==> src/sv/rbmb_pkg.sv <==
// Shared types and constants for the range bit mask builder.
// Holds field widths, function and register codes, beat structs and
// the command/status structs between controller and datapath.
package rbmb_pkg;

	localparam int LANE_BITS  = 64;
	localparam int FUNC_W     = 2;
	localparam int IDX_W      = 16;
	localparam int RCOL_W     = 7;
	localparam int RLANE_W    = 3;
	localparam int COUNT_W    = 16;
	localparam int LIFT_W     = 10;
	localparam int NCOL_W     = 8;
	localparam int CFG_IDX_W  = 1;
	localparam int CFG_DATA_W = 10;

	localparam logic [FUNC_W-1:0] FUNC_CLEAR = 2'd0;
	localparam logic [FUNC_W-1:0] FUNC_RANGE = 2'd1;
	localparam logic [FUNC_W-1:0] FUNC_READ  = 2'd2;

	localparam logic [CFG_IDX_W-1:0] REG_LIFT_SIZE   = 1'd0;
	localparam logic [CFG_IDX_W-1:0] REG_NUM_COLUMNS = 1'd1;

	localparam logic [LIFT_W-1:0] LIFT_RESET = 10'd384;
	localparam logic [NCOL_W-1:0] NCOL_RESET = 8'd68;

	localparam logic [COUNT_W-1:0] COUNT_MAX = 16'hFFFF;

	typedef struct packed {
		logic [FUNC_W-1:0]  func;
		logic [IDX_W-1:0]   range_first;
		logic [IDX_W-1:0]   range_last;
		logic [RCOL_W-1:0]  read_column;
		logic [RLANE_W-1:0] read_lane;
	} rbmb_in_t;

	typedef struct packed {
		logic [LANE_BITS-1:0] lane_data;
		logic [COUNT_W-1:0]   marked_count;
		logic                 range_error;
	} rbmb_out_t;

	typedef struct packed {
		logic load_in;   // capture the accepted input beat
		logic exec;      // decode item: clear, check range, issue lane read
		logic div_step;  // one quotient bit of the index split
		logic div_last;  // final quotient bit, load the sweep column
		logic sweep;     // read one column and build its toggle mask
		logic add_len;   // add the range length to the count
		logic load_out;  // fill the result register
	} rbmb_cmd_t;

	typedef struct packed {
		logic [FUNC_W-1:0] func;
		logic              range_bad;
		logic              col_last;
	} rbmb_status_t;

endpackage

==> src/sv/rbmb_ctrl.sv <==
// Controller state machine of the range bit mask builder.
// Depends on rbmb_pkg for the command/status structs and function codes.
module rbmb_ctrl import rbmb_pkg::*; #(
	parameter int COL_W = 7
) (
	input  logic         clk,
	input  logic         arst_n,
	input  logic         in_valid,
	output logic         in_stall,
	output logic         out_valid,
	input  logic         out_stall,
	input  rbmb_status_t status,
	output rbmb_cmd_t    cmd
);

	localparam int CNT_W = (COL_W > 1) ? $clog2(COL_W) : 1;

	typedef enum logic [5:0] {
		S_IDLE  = 6'b000001,
		S_EXEC  = 6'b000010,
		S_DIV   = 6'b000100,
		S_SWEEP = 6'b001000,
		S_DRAIN = 6'b010000,
		S_DONE  = 6'b100000
	} state_t;

	state_t             state_q, state_d;
	logic [CNT_W-1:0]   cnt_q;
	logic               out_valid_q;
	logic               out_free;

	assign out_free  = !out_valid_q || !out_stall;
	assign in_stall  = (state_q != S_IDLE);
	assign out_valid = out_valid_q;

	always_comb begin
		state_d = state_q;
		cmd     = '0;
		unique case (state_q)
			S_IDLE: begin
				if (in_valid) begin
					cmd.load_in = 1'b1;
					state_d     = S_EXEC;
				end
			end
			S_EXEC: begin
				cmd.exec = 1'b1;
				if (status.func == FUNC_RANGE && !status.range_bad) begin
					state_d = S_DIV;
				end else begin
					state_d = S_DONE;
				end
			end
			S_DIV: begin
				cmd.div_step = 1'b1;
				if (cnt_q == '0) begin
					cmd.div_last = 1'b1;
					state_d      = S_SWEEP;
				end
			end
			S_SWEEP: begin
				cmd.sweep = 1'b1;
				if (status.col_last) begin
					state_d = S_DRAIN;
				end
			end
			S_DRAIN: begin
				// last column write-back lands in this cycle
				cmd.add_len = 1'b1;
				state_d     = S_DONE;
			end
			S_DONE: begin
				if (out_free) begin
					cmd.load_out = 1'b1;
					state_d      = S_IDLE;
				end
			end
			default: begin
				state_d = S_IDLE;
			end
		endcase
	end

	always_ff @(posedge clk or negedge arst_n) begin
		if (!arst_n) begin
			state_q     <= S_IDLE;
			cnt_q       <= '0;
			out_valid_q <= 1'b0;
		end else begin
			state_q <= state_d;
			if (cmd.exec) begin
				cnt_q <= CNT_W'(COL_W - 1);
			end else if (cmd.div_step) begin
				cnt_q <= cnt_q - 1'b1;
			end
			if (cmd.load_out) begin
				out_valid_q <= 1'b1;
			end else if (!out_stall) begin
				out_valid_q <= 1'b0;
			end
		end
	end

endmodule

==> config.mk <==
export PLATFORM = sky130hd
export DESIGN_NAME = rbmb_ctrl
export DESIGN_NICKNAME = d
export VERILOG_FILES = /design/src/sv/rbmb_pkg.sv /design/src/sv/rbmb_ctrl.sv
export SDC_FILE = /design/constraint.sdc
export NUM_CORES = 1
export LEC_CHECK = 0
export BUFFER_PORTS_ARGS = -buffer_cell sky130_fd_sc_hd__buf_2
export CORE_MARGIN = 2
export CORE_UTILIZATION = 43
export CTS_BUF_LIST = sky130_fd_sc_hd__clkbuf_8 sky130_fd_sc_hd__clkbuf_16
export DETAILED_ROUTE_END_ITERATION = 10
export GPL_ROUTABILITY_DRIVEN = 0
export PLACE_DENSITY = 0.68
export SYNTH_ARGS = -nofsm -noshare
export SYNTH_HDL_FRONTEND = slang
export SYNTH_SLANG_ARGS = --single-unit
==> constraint.sdc <==
create_clock -name clk -period 1.5 [get_ports clk]
set_clock_uncertainty 0.15 [all_clocks]
set_input_delay 0.15 -clock clk [delete_from_list [all_inputs] [get_ports clk]]
set_output_delay 0.15 -clock clk [all_outputs]
set_load 0.05 [all_outputs]
==> flow_summary_export.csv <==
group,metric,value,unit
outcome,violations,"negative setup slack",
synthesis,synth_area_per_cell,9.861,µm²
floorplan,start_util,45.28,%
synthesis,yosys-top-cells-area,"dfrtp_1 (39%), nor4_4 (7.3%), dfstp_2 (4.5%), nand2_1 (4.5%), nor2_1 (4.5%)",
worst_setup_path,slowest_delay,0.45,ns
synthesis,syn_inst,59,
timing,max_clock_freq,560.9,MHz
route,via_count,569,
worst_setup_path,cp-end-kind,"primary output",
clocking,cts.sinks,10,
synthesis,synth_adder_area_share,4.301,%
route,avgViaCountPerCell,4.991,
timing,worstMarginPinSlew,0.3053,ns
route,drt_wl_total,1612,µm
placement,dp_cells,101,
timing,rsz0062_at_grt,"true",
floorplan,rows,13,
power,power.total,1647,µW
power,p_leak,0.0005113,µW
floorplan,fp.dieW,40.79,µm
route,ant_nets,0,
placement,place_ws,-0.1406,ns
grt,grt_use_total,23.31,%
route,drc,0,
cells_and_area,n_antenna_cell,0,
placement,hpwl,1073,µm
grt,grt_max_degree,11,
timing,max-slew-margin-rel,79.33,%
synthesis,synth_xor_area_share,3.011,%
synthesis,synth-edff-count,0,
clocking,h-tree-depth,1,
timing,setup_slack,-0.2828,ns
worst_setup_path,crit_fanout,4,
worst_setup_path,cp-start-kind,"flip-flop",
grt,grt_pass1_vias,558,
floorplan,dieArea,0.001663,mm²
route,wl_per_cell,14.14,µm
outcome,status,"finished with violations",
synthesis,synth-compound-area-share,11.61,%
worst_setup_path,cp_slowest_cell,"dfrtp_2",
hold_path,min_path_type,"input port to flip-flop",
synthesis,synth_top_family_by_area,"simple AND/OR/NAND/NOR gates",
route,drt_iter0_drc,2,
synthesis,synthArstFlopShare,100.0,%
clocking,cts_made_buffers,3,
route,dr.pass1.iters,3,
synthesis,ys_warn_count,0,
clocking,insertion_delay,0.24,ns
synthesis,ys_seq_area_share,43.23,%
flow_run,drv_cap,0,
cells_and_area,drive_gt1_share,64.65,%
worst_setup_path,critical_path_arrival,1.48,ns
timing,hold_viol_final,0,
power,p_per_area,1540,mW/mm²
synthesis,synth_area,581.8,µm²
grt,antenna_found_initial,0,
synthesis,synth_top_area_share,38.71,%
synthesis,ys_types,28,
clocking,clkTransAtPathRegs,0.05,ns
floorplan,fp.coreArea,0.001285,mm²
grt,grt_overflow_total,0,
clocking,clock_path_buffers,2,
synthesis,synthesis.nets,69,
synthesis,synth_area_leader_cell,"dfrtp_1",
timing,slew_viol_final,0,
synthesis,synth-seq-cells,10,
worst_setup_path,setup.worst_path.class,"flip-flop to primary output",
timing,tns,-2.420,ns
timing,period_share,118.9,%
synthesis,dominantRegCellSynth,"dfrtp_1",
timing,finalSetupViolCount,13,
worst_setup_path,worstPathCellList,"nor4_4 > buf_4 > nand3b_4 > nor2_4 > buf_6",
cells_and_area,postLayoutCoreUtil,83.25,%
floorplan,fp.dieH,40.79,µm
placement,numPortBuffers,16,
grt,grt_first_pass_wirelength,2449,µm
power,vdd_drop_max,1022,µV
synthesis,synth_mux_area_share,0,%
synthesis,synth-simple-area-share,33.98,%
floorplan,io_pins,17,
cells_and_area,num-nets-final,110,
cells_and_area,area_growth,83.87,%
timing,fin_crit,1.783,ns
worst_setup_path,crit_required,1.20,ns
worst_setup_path,r2r_slack,-0.14,ns
clocking,cts-root-buf,"clkbuf_8",
clocking,cts_tree,"yes",
cells_and_area,fin_cells,114,
==> kinds of logic (layout without fill, tap and decap cells) <==
group	count (synthesis)	in the layout
and+or+nand+nor	30	30
DFF	10	10
AOI/OAI and AO/OA	9	9
buffers and inverters	6	46
adders and majority gates	2	2
xor gates and xnor gates	2	2
==> cells in the final DEF (no fill, tap or decap), types with 2 or more instances in the layout <==
cell,instances
o22ai_2,2
nand2_1,6
ha_1,2
nor2_1,4
dlygate4sd3_1,3
nor2_4,2
dfrtp_2,3
buf_8,4
nand2_2,2
nand3b_4,2
buf_6,9
buf_2,9
nand3_2,2
clkbuf_8,4
nand3_1,2
dfrtp_1,6
inv_1,4
buf_4,11
nor4_4,2
==> cell type report <==
type,count,area (µm²)
multi-input cells,43,390.4
repair buffers,36,319.1
flip-flops and latches,10,255.2
fillers,69,215.2
clock buffers,4,55.05
inverters,6,31.28
well taps,15,18.77
==> critical path: cells and delay by family, from the launching register on <==
family	cells	cell delay, ns
flip-flops	1	0.45
AND/OR/NAND/NOR	3	0.46
buffers and inverters	2	0.34
==> per-layer routing <==
metal,track usage (%),vias to the layer above,wire length (µm)
met5,0,-,0
met4,10.00,0,17
met3,3.804,4,29
met2,40.63,8,854
met1,27.87,272,710
li1,-,285,-
==> flip-flops by register name (all words and copies together), names as in the netlist <==
register	cells
cnt_q	3
state_q	6
out_valid	1
==> what timing repair did <==
item,in CTS,in global routing
hold buffers,3,0
pin swaps,11,8
buffers inserted,3,4
setup endpoints to repair,16,17
endpoints found under the hold margin,12,0
resized for setup,29,10
==> report_power, final <==
group	leakage [µW]	switching [µW]	internal, µW
Combinational	0.000362	456	414
Clock	0.0000288	106	231
Sequential	0.000121	85.3	355
Total	0.000511	648	1000
==> path summary, 6_finish.rpt <==
check / startpoint / end / depth (start not counted)
worst min-delay path: out_stall / out_valid / 3
max in group asynchronous: arst_n / state_q[0] / 2
worst max-delay path: state_q[5] / cmd[6] / 5
worst max register to register: state_q[5] / state_q[0] / 7
worst min register to register: cnt_q[2] / cnt_q[2] / 2
min in group asynchronous: arst_n / state_q[4] / 2
==> through the flow <==
step | cell area [µm²] | hold slack [ns]
2_1_floorplan | 626.9 | -0.2956
3_3_place_gp | 808.3 | -0.1287
3_5_place_dp | 808.3 | -0.1286
4_1_cts | 1013 | 0.02456
5_1_grt | 1070 | 0.07515
6_report | 1070 | 0.04054
==> synth_stat cells, drive strengths merged, types with 4 or more instances <==
master and count:
dfrtp 9, inv 6, nand2 8, nand3 4, nor2 7
Power figures use the tool's default switching activity.
